--- config.mk ---
export PLATFORM = sky130hd
export DESIGN_NAME = sorted_breakpoint_interval_search_top
export DESIGN_NICKNAME = d
export VERILOG_FILES = /design/src/rtl/core/sbis_pkg.sv /design/src/rtl/core/sbis_ctrl.sv /design/src/rtl/core/sbis_datapath.sv /design/src/rtl/core/sorted_breakpoint_interval_search_top.sv
export SDC_FILE = /design/constraint.sdc
export NUM_CORES = 1
export LEC_CHECK = 0
export ABC_CLOCK_PERIOD_IN_PS = 6800
export BUFFER_PORTS_ARGS = -buffer_cell sky130_fd_sc_hd__buf_2
export CORE_MARGIN = 1.5
export CORE_UTILIZATION = 35
export DETAILED_ROUTE_END_ITERATION = 16
export PLACE_DENSITY_LB_ADDON = 0.12
export REMOVE_ABC_BUFFERS = 1
export SLEW_MARGIN = 30
export SYNTH_ARGS = -nofsm -noshare
export SYNTH_HDL_FRONTEND = slang
export SYNTH_SLANG_ARGS = --single-unit
export TNS_END_PERCENT = 100
--- constraint.sdc ---
create_clock -name clk -period 6.8 [get_ports clk]
set_input_delay 0.68 -clock clk [delete_from_list [all_inputs] [get_ports clk]]
set_output_delay 0.68 -clock clk [all_outputs]
set_load 0.03 [all_outputs]
--- src/rtl/core/sbis_pkg.sv ---
`default_nettype none
package sbis_pkg;

  localparam int DEF_MAX_ENTRIES = 16;
  localparam int DEF_VALUE_BITS  = 32;

  localparam int IDX_BITS   = 4;
  localparam int CFG_BITS   = 5;
  localparam int INTV_BITS  = 5;
  localparam int OUT_BITS   = 8;

  localparam logic [CFG_BITS-1:0] CFG_RESET = 5'd16;

  localparam logic CMD_LOAD  = 1'b0;
  localparam logic CMD_QUERY = 1'b1;

  typedef enum logic [2:0] {
    ST_IDLE,
    ST_QFIRST,
    ST_QSTEP,
    ST_LLO,
    ST_LHI,
    ST_FIN
  } state_t;

  typedef enum logic [1:0] {
    RD_ACCEPT,
    RD_MID,
    RD_NEXT,
    RD_HI
  } rd_sel_t;

  typedef struct packed {
    logic    accept;
    rd_sel_t rd_sel;
    logic    step;
    logic    lo_cap;
    logic    wr;
    logic    hold_res;
    logic    out_load;
    logic    out_from_step;
  } dp_cmd_t;

  typedef struct packed {
    logic is_query;
    logic rejected;
    logic below;
    logic step_more;
  } dp_stat_t;

endpackage
`default_nettype wire

--- src/rtl/core/sbis_ctrl.sv ---
`default_nettype none
module sbis_ctrl (
  input  wire logic              clk,
  input  wire logic              rst_n,
  input  wire logic              in_tvalid,
  output logic                   in_tready,
  input  wire logic              out_tready,
  output logic                   out_tvalid,
  input  wire sbis_pkg::dp_stat_t stat,
  output sbis_pkg::dp_cmd_t      cmd
);
  import sbis_pkg::*;

  state_t state_r, state_nxt;
  logic   out_valid_r, out_valid_nxt;
  logic   out_free;

  assign out_free   = !out_valid_r || out_tready;
  assign out_tvalid = out_valid_r;

  always_ff @(posedge clk) begin
    if (!rst_n) begin
      state_r     <= ST_IDLE;
      out_valid_r <= 1'b0;
    end else begin
      state_r     <= state_nxt;
      out_valid_r <= out_valid_nxt;
    end
  end

  always_comb begin
    state_nxt = state_r;
    cmd       = '0;
    cmd.rd_sel = RD_ACCEPT;
    in_tready = 1'b0;
    case (state_r)
      ST_IDLE: begin
        in_tready = 1'b1;
        if (in_tvalid) begin
          cmd.accept = 1'b1;
          if (stat.is_query) begin
            state_nxt = ST_QFIRST;
          end else if (stat.rejected) begin
            state_nxt = ST_FIN;
          end else begin
            state_nxt = ST_LLO;
          end
        end
      end
      ST_QFIRST: begin
        cmd.rd_sel = RD_MID;
        state_nxt  = stat.below ? ST_FIN : ST_QSTEP;
      end
      ST_QSTEP: begin
        cmd.rd_sel = RD_NEXT;
        cmd.step   = 1'b1;
        if (!stat.step_more) begin
          if (out_free) begin
            cmd.out_load      = 1'b1;
            cmd.out_from_step = 1'b1;
            state_nxt         = ST_IDLE;
          end else begin
            cmd.hold_res = 1'b1;
            state_nxt    = ST_FIN;
          end
        end
      end
      ST_LLO: begin
        cmd.rd_sel = RD_HI;
        cmd.lo_cap = 1'b1;
        state_nxt  = ST_LHI;
      end
      ST_LHI: begin
        cmd.wr    = 1'b1;
        state_nxt = ST_FIN;
      end
      ST_FIN: begin
        if (out_free) begin
          cmd.out_load = 1'b1;
          state_nxt    = ST_IDLE;
        end
      end
      default: begin
        state_nxt = ST_IDLE;
      end
    endcase
  end

  always_comb begin
    if (cmd.out_load) begin
      out_valid_nxt = 1'b1;
    end else if (out_tready) begin
      out_valid_nxt = 1'b0;
    end else begin
      out_valid_nxt = out_valid_r;
    end
  end

endmodule
`default_nettype wire

--- src/rtl/core/sbis_datapath.sv ---
`default_nettype none
module sbis_datapath #(
  parameter int MAX_ENTRIES = sbis_pkg::DEF_MAX_ENTRIES,
  parameter int VALUE_BITS  = sbis_pkg::DEF_VALUE_BITS
) (
  input  wire logic                                clk,
  input  wire logic                                rst_n,
  input  wire logic                                cfg_we,
  input  wire logic [sbis_pkg::CFG_BITS-1:0]       cfg_wdata,
  input  wire logic                                in_command,
  input  wire logic [sbis_pkg::IDX_BITS-1:0]       in_entry_index,
  input  wire logic signed [VALUE_BITS-1:0]        in_operand_value,
  input  wire sbis_pkg::dp_cmd_t                   cmd,
  output sbis_pkg::dp_stat_t                       stat,
  output logic [sbis_pkg::INTV_BITS-1:0]           out_interval_index,
  output logic                                     out_table_ascending,
  output logic                                     out_load_rejected
);
  import sbis_pkg::*;

  localparam int IDX_W = (MAX_ENTRIES > 1) ? $clog2(MAX_ENTRIES) : 1;
  localparam int CNT_W = $clog2(MAX_ENTRIES + 1);

  function automatic logic [CNT_W-1:0] clamp_cnt(input logic [CFG_BITS-1:0] v);
    if (v == '0) begin
      return CNT_W'(1);
    end else if (int'(v) > MAX_ENTRIES) begin
      return CNT_W'(MAX_ENTRIES);
    end else begin
      return CNT_W'(v);
    end
  endfunction

  logic signed [VALUE_BITS-1:0] mem [MAX_ENTRIES];
  logic signed [VALUE_BITS-1:0] rdata_r;
  logic [IDX_W-1:0]             raddr;

  logic [CNT_W-1:0]             cnt_r;
  logic [MAX_ENTRIES-1:0]       marks_r;
  logic [MAX_ENTRIES-1:0]       mark_live;

  logic signed [VALUE_BITS-1:0] key_r;
  logic [IDX_W-1:0]             idx_r;
  logic                         rej_r;
  logic                         lo_mark_r;
  logic [CNT_W-1:0]             lower_r, upper_r, mid_r;
  logic [INTV_BITS-1:0]         res_r;

  logic [CNT_W:0]               sum0, sum_n;
  logic [CNT_W-1:0]             mid0, mid_n, l_n, u_n;
  logic                         gt;
  logic [INTV_BITS-1:0]         step_res;
  logic                         hi_ok;
  logic [IDX_W-1:0]             hi_idx;
  logic                         in_rej;

  assign in_rej = int'(in_entry_index) >= int'(cnt_r);
  assign hi_ok  = (int'(idx_r) + 1) < MAX_ENTRIES;
  assign hi_idx = IDX_W'(int'(idx_r) + 1);

  assign sum0  = {1'b0, lower_r} + {1'b0, upper_r};
  assign mid0  = sum0[CNT_W:1];
  assign gt    = key_r > rdata_r;
  assign l_n   = gt ? mid_r : lower_r;
  assign u_n   = gt ? upper_r : mid_r;
  assign sum_n = {1'b0, l_n} + {1'b0, u_n};
  assign mid_n = sum_n[CNT_W:1];
  assign step_res = (u_n == '0) ? INTV_BITS'(1) : INTV_BITS'(u_n);

  assign stat.is_query  = (in_command == CMD_QUERY);
  assign stat.rejected  = in_rej;
  assign stat.below     = key_r < rdata_r;
  assign stat.step_more = {1'b0, u_n} > ({1'b0, l_n} + (CNT_W + 1)'(1));

  always_comb begin
    raddr = '0;
    case (cmd.rd_sel)
      RD_ACCEPT: begin
        if (in_command == CMD_LOAD && in_entry_index != '0 && !in_rej) begin
          raddr = IDX_W'(in_entry_index - IDX_BITS'(1));
        end
      end
      RD_MID:  raddr = IDX_W'(mid0);
      RD_NEXT: raddr = IDX_W'(mid_n);
      RD_HI:   raddr = hi_ok ? hi_idx : '0;
      default: raddr = '0;
    endcase
  end

  always_ff @(posedge clk) begin
    if (cmd.wr) begin
      mem[idx_r] <= key_r;
    end
    rdata_r <= mem[raddr];
  end

  always_ff @(posedge clk) begin
    if (!rst_n) begin
      cnt_r   <= clamp_cnt(CFG_RESET);
      marks_r <= '0;
    end else begin
      if (cfg_we) begin
        cnt_r <= clamp_cnt(cfg_wdata);
      end
      if (cmd.wr) begin
        if (idx_r != '0) begin
          marks_r[idx_r] <= lo_mark_r;
        end
        if (hi_ok) begin
          marks_r[hi_idx] <= rdata_r < key_r;
        end
      end
    end
  end

  always_ff @(posedge clk) begin
    if (cmd.accept) begin
      key_r   <= in_operand_value;
      idx_r   <= IDX_W'(in_entry_index);
      rej_r   <= (in_command == CMD_LOAD) && in_rej;
      lower_r <= '0;
      upper_r <= cnt_r;
      res_r   <= '0;
    end
    if (cmd.rd_sel == RD_MID) begin
      mid_r <= mid0;
    end
    if (cmd.step) begin
      lower_r <= l_n;
      upper_r <= u_n;
      mid_r   <= mid_n;
    end
    if (cmd.hold_res) begin
      res_r <= step_res;
    end
    if (cmd.lo_cap) begin
      lo_mark_r <= (idx_r != '0) && (key_r < rdata_r);
    end
  end

  always_comb begin
    for (int i = 0; i < MAX_ENTRIES; i++) begin
      mark_live[i] = marks_r[i] && (i >= 1) && (i < int'(cnt_r));
    end
  end

  always_ff @(posedge clk) begin
    if (cmd.out_load) begin
      out_interval_index  <= cmd.out_from_step ? step_res : res_r;
      out_table_ascending <= ~|mark_live;
      out_load_rejected   <= rej_r;
    end
  end

endmodule
`default_nettype wire

--- src/rtl/core/sorted_breakpoint_interval_search_top.sv ---
// Query: ST_QFIRST, then at most max(1, ceil(log2(n))) bisection steps in ST_QSTEP (n = entries
//   in use) before the result is registered; when key < entry 0 it goes straight to ST_FIN.
// Load: read both neighbors (at accept and in ST_LLO), then write in ST_LHI; a rejected load skips to ST_FIN.
// One item in flight; the next beat is taken in the cycle after the result is registered, also
//   while it waits in the output register; a full output register holds the item back.
// Reset (rst_n low, sync): idle, output empty, order marks cleared, entries_in_use 16.
`default_nettype none
module sorted_breakpoint_interval_search_top #(
  parameter int MAX_ENTRIES = sbis_pkg::DEF_MAX_ENTRIES,
  parameter int VALUE_BITS  = sbis_pkg::DEF_VALUE_BITS,
  parameter int IN_W        = ((sbis_pkg::IDX_BITS + VALUE_BITS + 7) / 8) * 8
) (
  input  wire logic                          clk,
  input  wire logic                          rst_n,
  input  wire logic                          cfg_we,
  input  wire logic [sbis_pkg::CFG_BITS-1:0] cfg_wdata,   // entries_in_use
  input  wire logic                          in_tvalid,
  output logic                               in_tready,
  input  wire logic [IN_W-1:0]               in_tdata,    // entry_index, operand_value
  input  wire logic [0:0]                    in_tuser,    // command
  output logic                               out_tvalid,
  input  wire logic                          out_tready,
  output logic [sbis_pkg::OUT_BITS-1:0]      out_tdata    // interval_index, table_ascending,
                                                          // load_rejected
);
  import sbis_pkg::*;

  dp_cmd_t              cmd;
  dp_stat_t             stat;
  logic [INTV_BITS-1:0] interval_index;
  logic                 table_ascending;
  logic                 load_rejected;

  sbis_ctrl u_ctrl (
    .clk        (clk),
    .rst_n      (rst_n),
    .in_tvalid  (in_tvalid),
    .in_tready  (in_tready),
    .out_tready (out_tready),
    .out_tvalid (out_tvalid),
    .stat       (stat),
    .cmd        (cmd)
  );

  sbis_datapath #(
    .MAX_ENTRIES (MAX_ENTRIES),
    .VALUE_BITS  (VALUE_BITS)
  ) u_dp (
    .clk                 (clk),
    .rst_n               (rst_n),
    .cfg_we              (cfg_we),
    .cfg_wdata           (cfg_wdata),
    .in_command          (in_tuser[0]),
    .in_entry_index      (in_tdata[IDX_BITS-1:0]),
    .in_operand_value    (in_tdata[IDX_BITS+VALUE_BITS-1:IDX_BITS]),
    .cmd                 (cmd),
    .stat                (stat),
    .out_interval_index  (interval_index),
    .out_table_ascending (table_ascending),
    .out_load_rejected   (load_rejected)
  );

  assign out_tdata = {1'b0, load_rejected, table_ascending, interval_index};

endmodule
`default_nettype wire

==> impl_metrics.tcl <==
set metrics [dict create \
    area_growth_syn_to_layout_pct 15.9 \
    clock-sinks 633 \
    clk_root_buffer_cell "sky130_fd_sc_hd__clkbuf_16" \
    grt_usage 0.166 \
    post-layout-total-power_mw 15.7 \
    drt_wl_total_um 65000 \
    post_cts_hold_buffer_count 0 \
    timing_max_transition_violations_final 0 \
    remaining_drc_errors 0 \
    power_per_cell_area_nw_per_um2 496 \
    synth-edff-count 577 \
    yosys.cell_types.count 72 \
    io_pins 61 \
    p_leak_nw 11.8 \
    htree_levels 3 \
    clock-skew-final_ps 27.8 \
    floorplan.die.height_um 282 \
    hold_viol_final 0 \
    rr_startpoint "u_dp.key_r[23]" \
    dr_total_vias 14600 \
    number_of_antenna_violations_at_the_first_check_in_global_routing 1 \
    crit_family "simple AND/OR/NAND/NOR gates" \
    detail_route.iter0.violations 798 \
    synth_top_cell_area_share 0.635 \
    first_pass_grt_wire_length_um 96700 \
    ys_seq_elements 633 \
    critical-path-slowest-cell "sky130_fd_sc_hd__nor3_2" \
    numCtsBuffers 73 \
    timing_worst_setup_path_type "register to register" \
    most_common_cell_on_crit_path "sky130_fd_sc_hd__ha_1" \
    clock_tree.buffer_depth 3 \
    finalSetupViolations 0 \
    antenna_cells_inserted 0 \
    vias_per_cell 4.91 \
    critPathArrivalTime_ps 6580 \
    timing.hold.worst.start "in_tdata[20]" \
    synth-seq-area-share 0.676 \
    post_cts_resized 0 \
    floorplan.core_area_sq_um 77300 \
    ys_dominant_reg_cell "sky130_fd_sc_hd__edfxtp_1" \
    worst_hold_path_type "input pin to register" \
    initial_core_utilization 0.353 \
    finalCriticalPeriod_ps 6330 \
    die_x_um 282 \
    synth.area.top_cells "sky130_fd_sc_hd__edfxtp_1 64%, sky130_fd_sc_hd__mux2i_1 18%, sky130_fd_sc_hd__dfxtp_1 4.1%" \
    mostFrequentLayoutCell "sky130_fd_sc_hd__edfxtp_1" \
    clkLatencyLatePin_ps 610 \
    r2r.worst_path.cells 19 \
    fmaxAchievable_ghz 0.158 \
    sequence_of_cells_on_the_critical_path "ha_1, nand4_1, nor4_2, o31a_1, nor3b_2, nor3_2, mux2i_1, inv_1, ha_1, nand4_1, o21ai_0, xnor2_1, ha_1, a21o_1, a31oi_1, nor2_1, o41ai_2, o31ai_4, nand2_1" \
    num-nets-final 1983 \
    timing.hold.worst_endpoint "u_dp.key_r[16]" \
    mapped_cells 1765 \
    rsz0062_at_grt "false" \
    gpl.final_weighted_congestion 0.793 \
    worstPathRequired_ps 7060 \
    path_max_fanout 17 \
    postSynthAreaPerCell_sq_um 15.5 \
    setup.worst_path.start_class "register" \
    post_cts_buffers 0 \
    layout-drive-gt1-share 0.138 \
    yosysWarnings 0 \
    tightestPinTransition_ps 935 \
    grt-ovfl-total 0 \
    synth.cell_area_sq_um 27300 \
    ir_worst_vdd_uv 514 \
    largest_net_degree_at_the_start_of_global_routing 62 \
    floorplan.die_area_sq_um 79600 \
    number_of_filler_cells_placed_in_the_layout 7203 \
    postLayoutCoreUtil 0.409 \
    hold-path-cell-count 1 \
    share_of_flip_flops_with_an_asynchronous_set_or_reset 0 \
    highest_count_cells_in_the_layout_ignoring_fill_and_taps "577 x sky130_fd_sc_hd__edfxtp_1, 497 x sky130_fd_sc_hd__mux2i_1, 91 x sky130_fd_sc_hd__nand2_1" \
    r2r-end "u_dp.out_interval_index[4]" \
    synth.largest_area_cell "sky130_fd_sc_hd__edfxtp_1" \
    crit_path_max_incr_delay_ps 770 \
    detailedRoute.firstPassIterationCount 5 \
    path_buf_inv 1 \
    drv.max_cap_violation_count 0 \
    dpl.hpwl_um 35300 \
    final_clock_period_utilization_by_the_worst_path 0.930 \
    rows 102 \
    place.port_buffers 55 \
    timing.critical_path.to_type "register" \
    worst_slew_margin 0.373 \
    run_status "complete, no violations" \
    tritoncts "yes" \
    worst_setup_hold_path_clk_slew_ps 60 \
    grt_pass1_vias 15000 \
    final_antenna_net_count 0 \
    r2r_setup_slack_ps 470 \
    wl_cell_um 21.9 \
]
## synthesized netlist by cell type, types with 3 or more instances
master                     instances
sky130_fd_sc_hd__nand4_1           8
sky130_fd_sc_hd__dfxtp_1          56
sky130_fd_sc_hd__a21boi_0          6
sky130_fd_sc_hd__o21ai_0          54
sky130_fd_sc_hd__inv_1            60
sky130_fd_sc_hd__o31ai_1           4
sky130_fd_sc_hd__xnor2_1           7
sky130_fd_sc_hd__edfxtp_1        577
sky130_fd_sc_hd__o21a_1            3
sky130_fd_sc_hd__a31oi_1           7
sky130_fd_sc_hd__nand2b_1         10
sky130_fd_sc_hd__a21o_1           10
sky130_fd_sc_hd__buf_1            14
sky130_fd_sc_hd__ha_1             58
sky130_fd_sc_hd__a21oi_1          30
sky130_fd_sc_hd__o22a_1            3
sky130_fd_sc_hd__and2_1           15
sky130_fd_sc_hd__nor3_2            3
sky130_fd_sc_hd__mux2_4            4
sky130_fd_sc_hd__xor2_1            5
sky130_fd_sc_hd__nor3_1           20
sky130_fd_sc_hd__buf_4             3
sky130_fd_sc_hd__mux2_2            3
sky130_fd_sc_hd__nand3_1          34
sky130_fd_sc_hd__nand2_1          91
sky130_fd_sc_hd__clkbuf_1         30
sky130_fd_sc_hd__o211ai_1          7
sky130_fd_sc_hd__or2_2             3
sky130_fd_sc_hd__nor4_1            4
sky130_fd_sc_hd__nor2_1           43
sky130_fd_sc_hd__nor2b_1           8
sky130_fd_sc_hd__buf_8             3
sky130_fd_sc_hd__buf_2            34
sky130_fd_sc_hd__mux2i_1         497
## layer usage
layer / vias up / global-route usage / wire length [um]
met5: - / 0 / 0
met4: 0 / 0.0437 / 1280
met3: 98 / 0.0268 / 2090
met2: 232 / 0.275 / 31300
met1: 7295 / 0.227 / 30300
li1: 6941 / - / -
## registers in the layout, summed over array words and instances (netlist names)
name / cells
u_dp.idx_r: 4
u_dp.upper_r: 5
u_dp.mem: 512
u_dp.mid_r: 5
u_dp.out_interval_index: 5
u_dp.out_load_rejected: 1
u_ctrl.out_tvalid: 1
u_dp.rdata_r: 32
u_dp.key_r: 32
u_dp.lo_mark_r: 1
u_ctrl.state_r: 3
u_dp.res_r: 5
u_dp.rej_r: 1
u_dp.marks_r: 15
u_dp.out_table_ascending: 1
u_dp.cnt_r: 5
u_dp.lower_r: 5
## metrics by stage
step | cells | cell area, sq um | hold WS (ps) | setup TNS, ps | setup slack, ps
3_3_place_gp | 2836 | 29200 | 426 | 0 | 553
6_report | 2968 | 31600 | 249 | 0 | 475
3_5_place_dp | 2837 | 29200 | 425 | 0 | 546
2_1_floorplan | 1679 | 26900 | 400 | -757180 | -23660
4_1_cts | 2968 | 31600 | 204 | 0 | 474
5_1_grt | 2968 | 31600 | 211 | 0 | 37.6
## logic make-up after synthesis
| kind of cell | share of synthesized area |
|---|---|
| AOI/OAI and AO/OA | 0.0371 |
| xor gates and xnor gates | 0.00385 |
| adders and majority gates | 0.0281 |
| buffers and inverters | 0.0234 |
| DFF | 0.676 |
| muxes | 0.186 |
| other | 0.000137 |
| and+or+nand+nor | 0.0454 |
## worst max path at each step
| stage | from | cells after the start | endpoint | slack [ps] |
|---|---|---|---|---|
| after global placement | u_dp.key_r[22] | 19 | u_dp.out_interval_index[2] | 550 |
| final | u_dp.key_r[23] | 19 | u_dp.out_interval_index[4] | 470 |
| after floorplan | in_tdata[0] | 11 | u_dp.rdata_r[0] | -23660 |
| after global routing | u_dp.key_r[22] | 19 | u_dp.out_interval_index[4] | 40 |
| after CTS | u_dp.key_r[23] | 19 | u_dp.out_interval_index[4] | 470 |
| after detailed placement | u_dp.key_r[23] | 19 | u_dp.out_interval_index[4] | 550 |
## power by group
group | switching [mW] | internal [mW] | leakage (nW) | total [mW]
Clock | 1.54 | 2.44 | 1.19 | 3.98
Combinational | 3.75 | 2.84 | 4.88 | 6.60
Sequential | 0.269 | 4.83 | 5.68 | 5.10
Total | 5.56 | 10.1 | 11.8 | 15.7
## cell type report
type | instances | area [sq um] | area share
Timing Repair Buffer | 118 | 886 | 0.0280
Multi-Input combinational cell | 986 | 8340 | 0.264
Sequential cell | 633 | 18400 | 0.583
Tap cell | 1040 | 1300 | 0.0411
Clock inverter | 34 | 425 | 0.0135
Clock buffer | 97 | 2000 | 0.0632
Inverter | 60 | 225 | 0.00712
(Power assumes the default switching activity.)
